$ cat config.mk
export PLATFORM = sky130hd
export DESIGN_NAME = stepper_speed_pulse_controller_flat
export DESIGN_NICKNAME = d
export VERILOG_FILES = /design/src/hw/rtl/sspc_pkg.sv /design/src/hw/rtl/sspc_ifs.sv /design/src/hw/rtl/stepper_speed_pulse_controller.sv /design/src/hw/rtl/sspc_div.sv /design/src/hw/rtl/sspc_ctrl.sv /design/src/hw/rtl/sspc_dp.sv /design/src/flat_wrapper.sv
export SDC_FILE = /design/constraint.sdc
export NUM_CORES = 1
export LEC_CHECK = 0
export BUFFER_PORTS_ARGS = -buffer_cell sky130_fd_sc_hd__buf_2
export CELL_PAD_IN_SITES_DETAIL_PLACEMENT = 1
export CELL_PAD_IN_SITES_GLOBAL_PLACEMENT = 1
export CORE_MARGIN = 2
export CORE_UTILIZATION = 56
export CTS_BUF_LIST = sky130_fd_sc_hd__clkbuf_8
export CTS_CLUSTER_SIZE = 20
export DETAILED_ROUTE_END_ITERATION = 12
export PLACE_DENSITY_LB_ADDON = 0.1
export SLEW_MARGIN = 40
export SYNTH_ARGS = -nofsm -noshare
export SYNTH_HDL_FRONTEND = slang
export SYNTH_SLANG_ARGS = --single-unit
$ cat constraint.sdc
create_clock -name clk -period 21.1 [get_ports clk]
set_input_delay 2.11 -clock clk [delete_from_list [all_inputs] [get_ports clk]]
set_output_delay 2.11 -clock clk [all_outputs]
set_load 0.05 [all_outputs]
$ cat src/hw/rtl/sspc_pkg.sv
// sspc_pkg: shared types, widths, opcodes and register indexes for the
// stepper speed pulse controller. No dependencies.
`timescale 1ns / 1ps

package sspc_pkg;

	localparam int BASE_W  = 16;  // half period and base width
	localparam int SPEED_W = 10;  // speed setting width
	localparam int OP_W    = 3;
	localparam int CFG_IDX_W  = 4;
	localparam int CFG_DATA_W = 16;

	localparam int SPEED_DIVISOR_DEF = 10;

	// opcodes
	localparam logic [OP_W-1:0] OP_TICK      = 3'd0;
	localparam logic [OP_W-1:0] OP_INC       = 3'd1;
	localparam logic [OP_W-1:0] OP_DEC       = 3'd2;
	localparam logic [OP_W-1:0] OP_TOGGLE    = 3'd3;
	localparam logic [OP_W-1:0] OP_BOOST_ON  = 3'd4;
	localparam logic [OP_W-1:0] OP_BOOST_OFF = 3'd5;

	// register indexes
	localparam logic [CFG_IDX_W-1:0] CFG_BASE      = 4'd0;
	localparam logic [CFG_IDX_W-1:0] CFG_MIN_SPEED = 4'd1;
	localparam logic [CFG_IDX_W-1:0] CFG_MAX_NORM  = 4'd2;
	localparam logic [CFG_IDX_W-1:0] CFG_MAX_BOOST = 4'd3;

	// reset values
	localparam logic [BASE_W-1:0]  RST_BASE      = 16'd3700;
	localparam logic [SPEED_W-1:0] RST_MIN_SPEED = 10'd1;
	localparam logic [SPEED_W-1:0] RST_MAX_NORM  = 10'd500;
	localparam logic [SPEED_W-1:0] RST_MAX_BOOST = 10'd500;
	localparam logic [SPEED_W-1:0] RST_NORM_SPD  = 10'd10;
	localparam logic [SPEED_W-1:0] RST_BOOST_SPD = 10'd200;
	localparam logic [BASE_W-1:0]  RST_NORM_HP   = 16'd3700;
	localparam logic [BASE_W-1:0]  RST_BOOST_HP  = 16'd185;

	typedef enum logic [1:0] {
		ST_IDLE,
		ST_EXEC,
		ST_DIV,
		ST_RESULT
	} sspc_state_t;

	// controller -> datapath
	typedef struct packed {
		logic load;      // capture input beat
		logic exec;      // apply the captured op
		logic out_load;  // load the result register
	} sspc_cmd_t;

	// datapath -> controller
	typedef struct packed {
		logic div_start; // speed changed, half period recompute launched
		logic div_done;  // new half period written
	} sspc_stat_t;

endpackage

$ cat src/hw/rtl/sspc_ifs.sv
// sspc_ifs: valid/ready channel interfaces for the input, result and
// configuration beats. Depends on sspc_pkg.
`timescale 1ns / 1ps

interface sspc_in_if;
	logic                        valid;
	logic                        ready;
	logic [sspc_pkg::OP_W-1:0]   opcode;
	logic                        left_switch;
	logic                        right_switch;

	modport source (output valid, opcode, left_switch, right_switch, input ready);
	modport sink   (input valid, opcode, left_switch, right_switch, output ready);
endinterface

interface sspc_out_if;
	logic                         valid;
	logic                         ready;
	logic                         step_level;
	logic                         dir_level;
	logic                         driver_off;
	logic [sspc_pkg::SPEED_W-1:0] normal_speed_out;
	logic [sspc_pkg::SPEED_W-1:0] boost_speed_out;
	logic                         selected_out;
	logic                         boost_out;

	modport source (output valid, step_level, dir_level, driver_off, normal_speed_out,
		boost_speed_out, selected_out, boost_out, input ready);
	modport sink   (input valid, step_level, dir_level, driver_off, normal_speed_out,
		boost_speed_out, selected_out, boost_out, output ready);
endinterface

interface sspc_cfg_if;
	logic                            valid;
	logic                            ready;
	logic [sspc_pkg::CFG_IDX_W-1:0]  index;
	logic [sspc_pkg::CFG_DATA_W-1:0] wdata;

	modport source (output valid, index, wdata, input ready);
	modport sink   (input valid, index, wdata, output ready);
endinterface

$ cat src/hw/rtl/stepper_speed_pulse_controller.sv
// stepper_speed_pulse_controller: top level, joins controller and datapath.
// Depends on sspc_pkg, sspc_ifs, sspc_ctrl, sspc_dp (with sspc_div).
`timescale 1ns / 1ps
//
// Usage
//  - in_ch carries one command beat: tick (1 us), increase, decrease,
//    toggle selected setting, boost on/off, plus the two direction
//    switches, which only count on a tick.
//  - out_ch returns exactly one result beat per command: step, direction
//    and enable levels, both speed settings, selection and boost flag,
//    all as they stand after the command.
//  - cfg_ch writes the base, min speed and the two max speeds by index;
//    always ready. The user writes only while no command is in flight;
//    the block itself does not enforce this.
//  - An accepted beat is captured, executed and loaded into the result
//    register; when a speed changes, the bit-serial divider (16 quotient
//    bits, one per cycle) first recomputes the half period. One command
//    at a time; in_ch.ready is high only while the sequencer is idle.
//  - The result register decouples the channels: a new command is taken
//    while the previous result still waits; that command then holds in
//    its result state until out_ch takes the pending beat.
//  - Reset (arst_n low) returns every setting to its default: driver off,
//    step low, normal speed 10, boost speed 200, no result pending.
//

module stepper_speed_pulse_controller #(
	parameter int SPEED_DIVISOR = sspc_pkg::SPEED_DIVISOR_DEF
) (
	input  logic       clk,
	input  logic       arst_n,
	sspc_in_if.sink    in_ch,
	sspc_out_if.source out_ch,
	sspc_cfg_if.sink   cfg_ch
);

	sspc_pkg::sspc_cmd_t  cmd;
	sspc_pkg::sspc_stat_t stat;
	logic                 cfg_we;

	// user changes config only when idle (unenforced); the port never stalls
	assign cfg_ch.ready = 1'b1;
	assign cfg_we       = cfg_ch.valid && cfg_ch.ready;

	// sequencer: idle -> exec -> (divide) -> result
	sspc_ctrl u_ctrl (
		.clk       (clk),
		.arst_n    (arst_n),
		.in_valid  (in_ch.valid),
		.in_ready  (in_ch.ready),
		.out_valid (out_ch.valid),
		.out_ready (out_ch.ready),
		.stat      (stat),
		.cmd       (cmd)
	);

	// state, step timing, half-period recompute, result register
	sspc_dp #(
		.SPEED_DIVISOR (SPEED_DIVISOR)
	) u_dp (
		.clk              (clk),
		.arst_n           (arst_n),
		.cmd              (cmd),
		.stat             (stat),
		.cfg_we           (cfg_we),
		.cfg_index        (cfg_ch.index),
		.cfg_wdata        (cfg_ch.wdata),
		.opcode           (in_ch.opcode),
		.left_switch      (in_ch.left_switch),
		.right_switch     (in_ch.right_switch),
		.step_level       (out_ch.step_level),
		.dir_level        (out_ch.dir_level),
		.driver_off       (out_ch.driver_off),
		.normal_speed_out (out_ch.normal_speed_out),
		.boost_speed_out  (out_ch.boost_speed_out),
		.selected_out     (out_ch.selected_out),
		.boost_out        (out_ch.boost_out)
	);

`ifndef ASSERT_OFF
	// an accepted beat is executed in the very next cycle
	a_accept_exec: assert property (@(posedge clk) disable iff (!arst_n)
		in_ch.valid && in_ch.ready |=> cmd.exec)
		else $error("accepted beat not executed");

	// no new beat is taken while a result is being produced
	a_no_accept_on_load: assert property (@(posedge clk) disable iff (!arst_n)
		cmd.out_load |-> !in_ch.ready)
		else $error("input ready during result load");

	// a divide is launched only while executing a command
	a_div_in_exec: assert property (@(posedge clk) disable iff (!arst_n)
		stat.div_start |-> cmd.exec)
		else $error("divide started outside exec");

	// a loaded result shows up as valid on the next cycle
	a_load_valid: assert property (@(posedge clk) disable iff (!arst_n)
		cmd.out_load |=> out_ch.valid)
		else $error("loaded result not valid");
`endif

endmodule

$ cat src/hw/rtl/sspc_div.sv
// sspc_div: restoring divider, one quotient bit per cycle.
// Depends on sspc_pkg for operand widths.
`timescale 1ns / 1ps

module sspc_div (
	input  logic                          clk,
	input  logic                          arst_n,
	input  logic                          start,
	input  logic [sspc_pkg::BASE_W-1:0]   dividend,
	input  logic [sspc_pkg::SPEED_W-1:0]  divisor,
	output logic                          done,
	output logic [sspc_pkg::BASE_W-1:0]   quotient
);

	localparam int CNT_W = $clog2(sspc_pkg::BASE_W + 1);

	logic [CNT_W-1:0]              count_q;
	logic                          busy_q;
	logic                          done_q;
	logic [sspc_pkg::SPEED_W-1:0]  rem_q;
	logic [sspc_pkg::SPEED_W-1:0]  dvs_q;
	logic [sspc_pkg::BASE_W-1:0]   quo_q;
	logic [sspc_pkg::SPEED_W:0]    trial;
	logic [sspc_pkg::SPEED_W:0]    diff;
	logic                          fits;

	assign trial = {rem_q, quo_q[sspc_pkg::BASE_W-1]};
	assign fits  = trial >= {1'b0, dvs_q};
	assign diff  = trial - {1'b0, dvs_q};

	always_ff @(posedge clk or negedge arst_n) begin
		if (!arst_n) begin
			busy_q  <= 1'b0;
			done_q  <= 1'b0;
			count_q <= '0;
		end else begin
			done_q <= 1'b0;
			if (start) begin
				busy_q  <= 1'b1;
				count_q <= CNT_W'(sspc_pkg::BASE_W);
			end else if (busy_q) begin
				count_q <= count_q - CNT_W'(1);
				if (count_q == CNT_W'(1)) begin
					busy_q <= 1'b0;
					done_q <= 1'b1;
				end
			end
		end
	end

	always_ff @(posedge clk) begin
		if (start) begin
			quo_q <= dividend;
			rem_q <= '0;
			dvs_q <= divisor;
		end else if (busy_q) begin
			if (fits) begin
				rem_q <= diff[sspc_pkg::SPEED_W-1:0];
				quo_q <= {quo_q[sspc_pkg::BASE_W-2:0], 1'b1};
			end else begin
				rem_q <= trial[sspc_pkg::SPEED_W-1:0];
				quo_q <= {quo_q[sspc_pkg::BASE_W-2:0], 1'b0};
			end
		end
	end

	assign done     = done_q;
	assign quotient = quo_q;

endmodule

$ cat src/hw/rtl/sspc_ctrl.sv
// sspc_ctrl: sequencing state machine and result-valid flag.
// Depends on sspc_pkg (state enum, command and status structs).
`timescale 1ns / 1ps

module sspc_ctrl (
	input  logic                  clk,
	input  logic                  arst_n,
	input  logic                  in_valid,
	output logic                  in_ready,
	output logic                  out_valid,
	input  logic                  out_ready,
	input  sspc_pkg::sspc_stat_t  stat,
	output sspc_pkg::sspc_cmd_t   cmd
);

	sspc_pkg::sspc_state_t state_q, state_d;
	logic                  out_valid_q;

	always_ff @(posedge clk or negedge arst_n) begin
		if (!arst_n) begin
			state_q     <= sspc_pkg::ST_IDLE;
			out_valid_q <= 1'b0;
		end else begin
			state_q <= state_d;
			if (cmd.out_load)
				out_valid_q <= 1'b1;
			else if (out_ready)
				out_valid_q <= 1'b0;
		end
	end

	// next state
	always_comb begin
		state_d = state_q;
		case (state_q)
			sspc_pkg::ST_IDLE: begin
				if (in_valid)
					state_d = sspc_pkg::ST_EXEC;
			end
			sspc_pkg::ST_EXEC: begin
				state_d = stat.div_start ? sspc_pkg::ST_DIV : sspc_pkg::ST_RESULT;
			end
			sspc_pkg::ST_DIV: begin
				if (stat.div_done)
					state_d = sspc_pkg::ST_RESULT;
			end
			sspc_pkg::ST_RESULT: begin
				if (!out_valid_q || out_ready)
					state_d = sspc_pkg::ST_IDLE;
			end
			default: state_d = sspc_pkg::ST_IDLE;
		endcase
	end

	// outputs
	always_comb begin
		in_ready     = 1'b0;
		cmd.load     = 1'b0;
		cmd.exec     = 1'b0;
		cmd.out_load = 1'b0;
		case (state_q)
			sspc_pkg::ST_IDLE: begin
				in_ready = 1'b1;
				cmd.load = in_valid;
			end
			sspc_pkg::ST_EXEC: begin
				cmd.exec = 1'b1;
			end
			sspc_pkg::ST_RESULT: begin
				cmd.out_load = !out_valid_q || out_ready;
			end
			default: begin
			end
		endcase
	end

	assign out_valid = out_valid_q;

endmodule

$ cat src/hw/rtl/sspc_dp.sv
// sspc_dp: config registers, speed/half-period state, step timing and
// result register. Depends on sspc_pkg and sspc_div.
`timescale 1ns / 1ps

module sspc_dp #(
	parameter int SPEED_DIVISOR = sspc_pkg::SPEED_DIVISOR_DEF
) (
	input  logic                              clk,
	input  logic                              arst_n,
	input  sspc_pkg::sspc_cmd_t               cmd,
	output sspc_pkg::sspc_stat_t              stat,
	input  logic                              cfg_we,
	input  logic [sspc_pkg::CFG_IDX_W-1:0]    cfg_index,
	input  logic [sspc_pkg::CFG_DATA_W-1:0]   cfg_wdata,
	input  logic [sspc_pkg::OP_W-1:0]         opcode,
	input  logic                              left_switch,
	input  logic                              right_switch,
	output logic                              step_level,
	output logic                              dir_level,
	output logic                              driver_off,
	output logic [sspc_pkg::SPEED_W-1:0]      normal_speed_out,
	output logic [sspc_pkg::SPEED_W-1:0]      boost_speed_out,
	output logic                              selected_out,
	output logic                              boost_out
);

	localparam int BW = sspc_pkg::BASE_W;
	localparam int SW = sspc_pkg::SPEED_W;

	// reciprocal of the speed divisor; exact for any SW-bit speed and divisors up to 128
	localparam int RCP_SH = SW + 7;
	localparam int RCP_W  = RCP_SH + 1;
	localparam logic [RCP_W-1:0] RCP_M =
		RCP_W'((2**RCP_SH + SPEED_DIVISOR - 1) / SPEED_DIVISOR);

	// config
	logic [BW-1:0] base_q;
	logic [SW-1:0] min_speed_q, max_norm_q, max_boost_q;

	// state
	logic [SW-1:0] norm_spd_q, boost_spd_q;
	logic [BW-1:0] norm_hp_q, boost_hp_q;
	logic          sel_q, boost_q, dir_q, drv_off_q, step_q;
	logic [BW-1:0] tick_cnt_q;

	// captured beat
	logic [sspc_pkg::OP_W-1:0] op_q;
	logic                      left_q, right_q;

	// result register
	logic          step_out_q, dir_out_q, drv_out_q, sel_out_q, boost_out_q;
	logic [SW-1:0] norm_out_q, boost_spd_out_q;

	// speed update
	logic [SW-1:0] cur_spd, max_spd, new_spd, dec_q10, divisor;
	logic          is_inc, is_dec, spd_chg;
	logic [SW+RCP_W-1:0] dec_prod;

	// tick
	logic [BW-1:0] hp, hp_eff;
	logic [BW:0]   cnt_inc;
	logic          wrap, running;

	logic          div_done;
	logic [BW-1:0] quotient;

	assign cur_spd = sel_q ? boost_spd_q : norm_spd_q;
	assign max_spd = sel_q ? max_boost_q : max_norm_q;
	assign is_inc  = (op_q == sspc_pkg::OP_INC) && (cur_spd < max_spd);
	assign is_dec  = (op_q == sspc_pkg::OP_DEC) && (cur_spd > min_speed_q);
	assign spd_chg = cmd.exec && (is_inc || is_dec);
	assign new_spd = is_inc ? cur_spd + SW'(1) : cur_spd - SW'(1);

	// speed decade; zero decade divides by one
	assign dec_prod = {{RCP_W{1'b0}}, new_spd} * {{SW{1'b0}}, RCP_M};
	assign dec_q10  = dec_prod[RCP_SH +: SW];
	assign divisor  = (dec_q10 == '0) ? SW'(1) : dec_q10;

	assign hp      = boost_q ? boost_hp_q : norm_hp_q;
	assign hp_eff  = (hp == '0) ? BW'(1) : hp;
	assign cnt_inc = {1'b0, tick_cnt_q} + (BW+1)'(1);
	assign wrap    = cnt_inc >= {1'b0, hp_eff};
	assign running = left_q ^ right_q;

	sspc_div u_div (
		.clk      (clk),
		.arst_n   (arst_n),
		.start    (spd_chg),
		.dividend (base_q),
		.divisor  (divisor),
		.done     (div_done),
		.quotient (quotient)
	);

	assign stat.div_start = spd_chg;
	assign stat.div_done  = div_done;

	always_ff @(posedge clk or negedge arst_n) begin
		if (!arst_n) begin
			base_q      <= sspc_pkg::RST_BASE;
			min_speed_q <= sspc_pkg::RST_MIN_SPEED;
			max_norm_q  <= sspc_pkg::RST_MAX_NORM;
			max_boost_q <= sspc_pkg::RST_MAX_BOOST;
		end else if (cfg_we) begin
			case (cfg_index)
				sspc_pkg::CFG_BASE:      base_q      <= cfg_wdata[BW-1:0];
				sspc_pkg::CFG_MIN_SPEED: min_speed_q <= cfg_wdata[SW-1:0];
				sspc_pkg::CFG_MAX_NORM:  max_norm_q  <= cfg_wdata[SW-1:0];
				sspc_pkg::CFG_MAX_BOOST: max_boost_q <= cfg_wdata[SW-1:0];
				default: begin
				end
			endcase
		end
	end

	always_ff @(posedge clk or negedge arst_n) begin
		if (!arst_n) begin
			norm_spd_q  <= sspc_pkg::RST_NORM_SPD;
			boost_spd_q <= sspc_pkg::RST_BOOST_SPD;
			norm_hp_q   <= sspc_pkg::RST_NORM_HP;
			boost_hp_q  <= sspc_pkg::RST_BOOST_HP;
			sel_q       <= 1'b0;
			boost_q     <= 1'b0;
			dir_q       <= 1'b0;
			drv_off_q   <= 1'b1;
			step_q      <= 1'b0;
			tick_cnt_q  <= '0;
		end else begin
			if (cmd.exec) begin
				case (op_q)
					sspc_pkg::OP_TICK: begin
						if (!running) begin
							drv_off_q  <= 1'b1;
							step_q     <= 1'b0;
							tick_cnt_q <= '0;
						end else begin
							drv_off_q <= 1'b0;
							dir_q     <= !left_q;
							if (wrap) begin
								step_q     <= !step_q;
								tick_cnt_q <= '0;
							end else begin
								tick_cnt_q <= cnt_inc[BW-1:0];
							end
						end
					end
					sspc_pkg::OP_INC, sspc_pkg::OP_DEC: begin
						if (spd_chg) begin
							if (sel_q)
								boost_spd_q <= new_spd;
							else
								norm_spd_q <= new_spd;
						end
					end
					sspc_pkg::OP_TOGGLE:    sel_q   <= !sel_q;
					sspc_pkg::OP_BOOST_ON:  boost_q <= 1'b1;
					sspc_pkg::OP_BOOST_OFF: boost_q <= 1'b0;
					default: begin
					end
				endcase
			end
			// selection cannot move while the divider runs
			if (div_done) begin
				if (sel_q)
					boost_hp_q <= quotient;
				else
					norm_hp_q <= quotient;
			end
		end
	end

	always_ff @(posedge clk) begin
		if (cmd.load) begin
			op_q    <= opcode;
			left_q  <= left_switch;
			right_q <= right_switch;
		end
		if (cmd.out_load) begin
			step_out_q      <= step_q;
			dir_out_q       <= dir_q;
			drv_out_q       <= drv_off_q;
			norm_out_q      <= norm_spd_q;
			boost_spd_out_q <= boost_spd_q;
			sel_out_q       <= sel_q;
			boost_out_q     <= boost_q;
		end
	end

	assign step_level       = step_out_q;
	assign dir_level        = dir_out_q;
	assign driver_off       = drv_out_q;
	assign normal_speed_out = norm_out_q;
	assign boost_speed_out  = boost_spd_out_q;
	assign selected_out     = sel_out_q;
	assign boost_out        = boost_out_q;

endmodule

$ cat src/flat_wrapper.sv
// flat-port wrapper written by rule: the top's interface ports become plain ports
module stepper_speed_pulse_controller_flat 
#(
	parameter int SPEED_DIVISOR = sspc_pkg::SPEED_DIVISOR_DEF
)
  (clk, arst_n, in_ch_valid, in_ch_opcode, in_ch_left_switch, in_ch_right_switch, in_ch_ready, out_ch_valid, out_ch_step_level, out_ch_dir_level, out_ch_driver_off, out_ch_normal_speed_out, out_ch_boost_speed_out, out_ch_selected_out, out_ch_boost_out, out_ch_ready, cfg_ch_valid, cfg_ch_index, cfg_ch_wdata, cfg_ch_ready);
  sspc_in_if in_ch_i ();
  sspc_out_if out_ch_i ();
  sspc_cfg_if cfg_ch_i ();
  input  logic clk;
  input  logic arst_n;
  input wire logic [$bits(in_ch_i.valid)-1:0] in_ch_valid;
  input wire logic [$bits(in_ch_i.opcode)-1:0] in_ch_opcode;
  input wire logic [$bits(in_ch_i.left_switch)-1:0] in_ch_left_switch;
  input wire logic [$bits(in_ch_i.right_switch)-1:0] in_ch_right_switch;
  output wire logic [$bits(in_ch_i.ready)-1:0] in_ch_ready;
  output wire logic [$bits(out_ch_i.valid)-1:0] out_ch_valid;
  output wire logic [$bits(out_ch_i.step_level)-1:0] out_ch_step_level;
  output wire logic [$bits(out_ch_i.dir_level)-1:0] out_ch_dir_level;
  output wire logic [$bits(out_ch_i.driver_off)-1:0] out_ch_driver_off;
  output wire logic [$bits(out_ch_i.normal_speed_out)-1:0] out_ch_normal_speed_out;
  output wire logic [$bits(out_ch_i.boost_speed_out)-1:0] out_ch_boost_speed_out;
  output wire logic [$bits(out_ch_i.selected_out)-1:0] out_ch_selected_out;
  output wire logic [$bits(out_ch_i.boost_out)-1:0] out_ch_boost_out;
  input wire logic [$bits(out_ch_i.ready)-1:0] out_ch_ready;
  input wire logic [$bits(cfg_ch_i.valid)-1:0] cfg_ch_valid;
  input wire logic [$bits(cfg_ch_i.index)-1:0] cfg_ch_index;
  input wire logic [$bits(cfg_ch_i.wdata)-1:0] cfg_ch_wdata;
  output wire logic [$bits(cfg_ch_i.ready)-1:0] cfg_ch_ready;
  assign in_ch_i.valid = in_ch_valid;
  assign in_ch_i.opcode = in_ch_opcode;
  assign in_ch_i.left_switch = in_ch_left_switch;
  assign in_ch_i.right_switch = in_ch_right_switch;
  assign in_ch_ready = in_ch_i.ready;
  assign out_ch_valid = out_ch_i.valid;
  assign out_ch_step_level = out_ch_i.step_level;
  assign out_ch_dir_level = out_ch_i.dir_level;
  assign out_ch_driver_off = out_ch_i.driver_off;
  assign out_ch_normal_speed_out = out_ch_i.normal_speed_out;
  assign out_ch_boost_speed_out = out_ch_i.boost_speed_out;
  assign out_ch_selected_out = out_ch_i.selected_out;
  assign out_ch_boost_out = out_ch_i.boost_out;
  assign out_ch_i.ready = out_ch_ready;
  assign cfg_ch_i.valid = cfg_ch_valid;
  assign cfg_ch_i.index = cfg_ch_index;
  assign cfg_ch_i.wdata = cfg_ch_wdata;
  assign cfg_ch_ready = cfg_ch_i.ready;
  stepper_speed_pulse_controller #(.SPEED_DIVISOR(SPEED_DIVISOR)) u_core (.clk(clk), .arst_n(arst_n), .in_ch(in_ch_i), .out_ch(out_ch_i), .cfg_ch(cfg_ch_i));
endmodule
* After elaboration in Yosys (flattened, before gate mapping) *
Cells that the tools add are included.

storage, ports and cells
  flip-flop bits (word level) = 195
  input bits = 30
  output and inout port bits = 28
  word-level logic and storage cells = 127

operators by class
  $add $sub $neg = 5
  multiply operators = 1
  $lt $le $gt $ge = 4
  equality and inequality tests = 16
  muxes and demuxes = 34
  bitwise operators = 2
  reduce and logical (&&, ||, !) cells = 32

operators with widths
  operator                                             number
  2-to-1 mux 16 bit                                    6
  2-to-1 mux 10 bit                                    4
  multiplier 10 x 12 -> 22 bit, second input constant  1
  AND reduction 2 bit                                  9
  adder 16 x 1 -> 17 bit, second input constant        1
  greater-or-equal comparator 17 x 16 -> 1 bit         1
  2-to-1 mux 1 bit                                     17
  zero test 16 bit                                     1
  greater-or-equal comparator 11 x 10 -> 1 bit         1
  adder 10 x 1 -> 10 bit, second input constant        1
  > comparator 10 bit                                  1
  zero test 10 bit                                     1
  < comparator 10 bit                                  1
  2-to-1 mux 5 bit                                     2
  subtractor 10 x 1 -> 10 bit, second input constant   1
  subtractor 10 bit                                    1
  AND reduction 3 bit                                  3
  equality test 4 x 2 -> 1 bit, second input constant  2
  one-hot mux 2 bit (4 select lines)                   1
  AND reduction 4 bit                                  2
  equality test 3 x 2 -> 1 bit, second input constant  2
  equality test 3 bit, second input constant           2
  2-to-1 mux 2 bit                                     3
  != test 2 bit, second input constant                 3
  18 further kinds                                     27

* Depth between registers and ports, before layout *
  word-level depth = 7
  gate-level depth with buffers = 40
  gate-level depth less buffers = 37

* Hierarchy *
Synthesis repeated with hierarchy kept, for this count alone.

unflattened totals
  cells, all modules = 1013
  area total of the unflattened synthesis = 11858.9 sq um

modules (own cells, without submodules)
  module                          times used  cells each  area each (sq um)  sequential area each (sq um)
  sspc_dp                         1           786         9325.2             3926.3
  sspc_div                        1           204         2278.4             1156.1
  sspc_ctrl                       1           21          244.0              75.1
  stepper_speed_pulse_controller  1           2           11.3               0.0

* Least setup slack after synthesis *
Ideal clock, no wire load.

  kind = register to register
  start = reg u_core.u_dp.sel_q
  end = reg u_core.u_dp.u_div.dvs_q[0] in the netlist's numbering, data pin
  setup time = 0.180 ns
  arrival = 8.748 ns
  data required time = 20.920 ns
  path slack = 12.172 ns
  cell stages (with the launch flop) = 40
  path buffers = 4
  period minus slack after synthesis = 8.928 ns
  path through = dfrtp_1 > buf_4 > clkbuf_1 > clkbuf_1 > mux2i_1 > ha_1 > or3_1 > a31oi_1 > a2111oi_0 > o31ai_1 > nand2_1 > ha_1 > a21o_1 > nand2_1 > a31oi_1 > o21ai_0 > nand2b_1 > a311oi_1 > (+4 left out) > fa_1 > inv_1 > fa_1 > inv_1 > fa_1 > inv_1 > fa_1 > inv_1 > ha_1 > and3_4 > o2111ai_1 > or3b_1 > or3_1 > buf_2 > a211o_1 > and2_1 > xor2_1 > o311ai_1

between the ends
  word-level cells in the longest chain between the ends = 6
  elaborated cells between the ends (all ways) = 9
  classes of those cells = add/sub (2); mul (1); order compare (1); mux (3); reduce/logical (2)

RTL lines
  what                                         line                          text
  from (decl)                                  sspc_dp.sv:43                 logic sel_q, boost_q, dir_q, drv_off_q, step_q;
  from (signal assigned)                       sspc_dp.sv:155                sspc_pkg::OP_TOGGLE: sel_q <= !sel_q;
  2-to-1 mux 10 bit, on equally long branches  sspc_dp.sv:67, sspc_dp.sv:68
  < comparator 10 bit                          sspc_dp.sv:69                 assign is_inc = (op_q == sspc_pkg::OP_INC) && (cur_spd < max_spd);
  logical AND 1 bit                            sspc_dp.sv:69
  2-to-1 mux 10 bit (*)                        sspc_dp.sv:72                 assign new_spd = is_inc ? cur_spd + SW'(1) : cur_spd - SW'(1);
  via u_core.u_dp.new_spd[9]                   sspc_dp.sv:55                 logic [SW-1:0] cur_spd, max_spd, new_spd, dec_q10, divisor;
  multiplier 10 x 12 -> 22 bit (*)             sspc_dp.sv:75                 assign dec_prod = {{RCP_W{1'b0}}, new_spd} * {{SW{1'b0}}, RCP_M};
  zero test 10 bit                             sspc_dp.sv:77                 assign divisor = (dec_q10 == '0) ? SW'(1) : dec_q10;
  to (signal assigned)                         sspc_div.sv:55                dvs_q <= divisor;
  to (decl)                                    sspc_div.sv:21                logic [sspc_pkg::SPEED_W-1:0] dvs_q;

Mark *: on every way through the listed nets, which the timed path passes. The rest lies on a longest branch.
A chain may end at the register's enable or synchronous reset.

* Final worst setup path *
Same ends and word-level chain as after synthesis.

==> impl_results.md <==
* Post-synthesis sequential area ratio at 0.444
* Global-route congestion overflow total at 0
* Clock latency on the worst-skew pair at 0.47 ns
* Tightest Hold Check Type: reg2reg
* Worst setup timing slack at the placement stage at around 12 ns
* Antenna diodes at 0
* Post-detail-place hpwl at between 15000 and 20000 um
* Die extent in x at approximately 150 um
* Launching element type of the critical path: flip-flop
* Number of top-level pins at 58
* Area growth from synthesis to layout at 8.47%
* Total detailed-routing wirelength at 25300 um
* Status: finished, final reports clean
* Worst reg-to-reg setup slack at between 10 and 15 ns
* Cell count after synthesis at between 900 and 1k
* Global Route Usage Sum at 0.250
* Post-route setup TNS at 0 ns
* Multiplexer area fraction after synthesis at 0.139
* Post-cts sizing count at 0
* Maximum level of the CTS H-tree at 4
* Hold Fails Final Rpt at 0
* Area post-placement at ~12000 um^2
* Cell at the slowest stage of the critical path: sky130_fd_sc_hd__fa_1
* Router iterations before antenna repair at 4
* Clock tree root driver cell: sky130_fd_sc_hd__clkbuf_8
* Async SR Flop Fraction at 0.672
* Via density per instance at around 5.7
* Setup Viol. Count Final at 0
* Via count of the first global-routing pass at slightly above 8k
* Share of the synthesized netlist area taken by xor and xnor gates at 0.0311
* Critical path fanouts, max at 26
* Number of max-cap violations at 0
* Cell Count, Final, Fillers Out at approximately 1.3k
* Design Area, Final at between 10000 and 15000 um^2
* Share of layout cells above drive strength 1 at 0.248
* Remaining max-slew budget at the tightest pin at 0.495
* Minimum period implied by the final worst setup slack at around 9.6 ns
* Smallest setup slack after layout at 11.54 ns
* Worst Reg2Reg Path Length in Cells at 37
* Number of enable-type register cells in the synthesized netlist at 53
* Die footprint at between 20000 and 25000 um^2
* Crit Path Category: reg2reg
* Drt initial violations at ~260
* Most frequent cells in the layout: sky130_fd_sc_hd__ha_1 (117), sky130_fd_sc_hd__mux2_2 (112), sky130_fd_sc_hd__inv_1 (95)
* Final Max Slew Viols at 0
* Maximum number of pins on one net before global-route repair at between 70 and 80
* Chip Height at 147 um
* Number of buffers on the longest clock path at 2
* Core region area at between 20000 and 25000 um^2
* Cell total after placement at approximately 1.3k
* Clk sink count at 192
* Last weighted congestion value of the routability-driven placer at approximately 0.9
* Required @ worst endpoint at around 21 ns
* Hold buffers post-CTS at 0
* Starting density of the core at 0.567
* Site row count at 52
* Clock tree from TritonCTS: yes
* Setup crit start: u_core.u_dp.sel_q
* Cell mode on critical path: sky130_fd_sc_hd__inv_1
* Endpoint of the lowest-slack register-to-register path: u_core.u_dp.u_div.dvs_q[0]
* Simple-Gate Fraction of Synth Area at 0.0920
* Initial antenna violation count at 1
* Period utilisation layout at 0.453
* Unrepaired setup endpoints after global routing: false
* Wire length of the first global-routing pass at around 43000 um
* Avg WL per Cell at between 15 and 20 um
* Setup repair bufs after CTS at 0
* Most common library cell in the layout ignoring fill and taps: sky130_fd_sc_hd__ha_1
* Clk_skew at 0.0192 ns
* CP Capture Type: flip-flop
* Worst hold path startpoint: u_core.u_dp.sel_q
* Number of buffers created by CTS at 17
* Number of antenna-violating nets in the routed design at 0
* Reg-to-reg critical path startpoint: u_core.u_dp.sel_q
* Count of different cell masters after synthesis at 60
* Number of remaining DRC errors at 0
* Average footprint of a synthesized cell at approximately 12 um^2
* Vias at around 7.5k
* Clock-pin slew of the registers on the worst-case setup and hold paths at around 0.1 ns
* Dominant combinational cell family by area after synthesis: adder cells
* Worst Tran Pin Value at about 0.76 ns
* Synthesized flop and latch total at 192
* Total Nets Final at roughly 1.2k
* Dominant synthesized flop cell: sky130_fd_sc_hd__dfrtp_1
* Compound-gate portion of the synthesized area at 0.0757
* CP max stage delay at ~0.57 ns
* Post-Syn Nets at between 1k and 1.5k
* Fraction of the mapped netlist area in adder cells at 0.177
* Maximum clock rate at roughly 0.10 GHz
* Timing endpoint of the critical path: u_core.u_dp.u_div.dvs_q[0]
* Post-Synthesis Cell Area at about 11000 um^2
* Count of yosys warnings during synthesis at 0
* Critical path arrival at between 9 and 10 ns
* Count of filler cells inserted in the layout at approximately 2.1k
* Number of port buffers at 56
-- cell type report --
type	count	area, um^2	area share
multi-input cells	675	5890	0.476
flip-flops and latches	192	5070	0.410
inverters	94	353	0.0285
repair buffers	63	343	0.0277
well taps	270	338	0.0273
clock buffers	19	262	0.0211
clock inverters	13	116	0.00940
-- worst min-delay path by stage --
stage	end	cells past startpoint
after detailed placement	u_core.u_dp.selected_out	0
after CTS	u_core.u_dp.selected_out	0
final	u_core.u_dp.selected_out	0
after global routing	u_core.u_dp.selected_out	0
after global placement	u_core.u_dp.selected_out	0
after floorplan	u_core.u_dp.boost_out	0
-- state kept, by name, indices dropped and copies added, names as in the netlist, 2 cells and up --
| register | flops |
|---|---|
| u_core.u_dp.base_q | 16 |
| u_core.u_dp.boost_hp_q | 16 |
| u_core.u_dp.norm_hp_q | 16 |
| u_core.u_dp.tick_cnt_q | 16 |
| u_core.u_dp.u_div.quotient | 16 |
| u_core.u_dp.boost_spd_q | 10 |
| u_core.u_dp.boost_speed_out | 10 |
| u_core.u_dp.max_boost_q | 10 |
| u_core.u_dp.max_norm_q | 10 |
| u_core.u_dp.min_speed_q | 10 |
| u_core.u_dp.norm_spd_q | 10 |
| u_core.u_dp.normal_speed_out | 10 |
| u_core.u_dp.u_div.rem_q | 10 |
| u_core.u_dp.u_div.dvs_q | 7 |
| u_core.u_dp.u_div.count_q | 5 |
| u_core.u_dp.op_q | 3 |
| u_core.u_ctrl.state_q | 2 |
-- worst max-delay path, delay by kind of cell, from the launching register on --
kind                     cells  cell delay, ns
AND/OR/NAND/NOR              7            1.88
AO/OA/AOI/OAI               11            2.28
flip-flops                   1            0.36
XOR/XNOR                     2            0.40
adder cells (fa/ha/maj)      8            3.17
buffers and inverters        8            0.93
multiplexers                 1            0.35
-- kinds of logic (layout without fill, tap and decap cells) --
family	after synthesis	in the layout
AO/OA/AOI/OAI	133	133
XOR/XNOR	39	39
adder cells (fa/ha/maj)	145	145
buffers and inverters	119	189
flip-flops	192	192
multiplexers	144	144
other	1	1
AND/OR/NAND/NOR	213	213
-- through the flow --
stage	hold slack, ns	utilization
after floorplan	0.423	-
after global placement	0.428	0.596
after detailed placement	0.448	0.596
after CTS	0.475	0.615
after global routing	0.512	0.616
final	0.475	0.616
-- cells in the mapped netlist, drive strengths merged, types with 8 or more instances --
master | n | area [um^2]
a21o | 18 | 135
fa | 28 | 561
o21ai | 40 | 200
nand3 | 16 | 80.1
nand2 | 66 | 248
nand2b | 9 | 56.3
nor3 | 11 | 55.1
or3 | 8 | 50.1
mux2 | 112 | 1260
dfxtp | 10 | 200
a21oi | 24 | 120
xor2 | 16 | 140
xnor2 | 22 | 193
nand4 | 13 | 81.3
ha | 117 | 1460
nor2b | 8 | 50.1
nor2 | 46 | 173
dfstp | 38 | 998
a211oi | 13 | 97.6
mux2i | 32 | 320
clkbuf | 18 | 67.6
edfxtp | 53 | 1590
inv | 94 | 353
dfrtp | 91 | 2280
-- metal layers --
layer | track usage | part of all wire | vias up
li1 | - | - | 3591
met1 | 0.358 | 0.47 | 3797
met2 | 0.402 | 0.47 | 114
met3 | 0.0453 | 0.041 | 30
met4 | 0.0568 | 0.014 | 2
met5 | 0 | 0.00028 | -
Power is not shown: default switching activity piles up to over one toggle a cycle in this logic, so the estimate is an artifact.
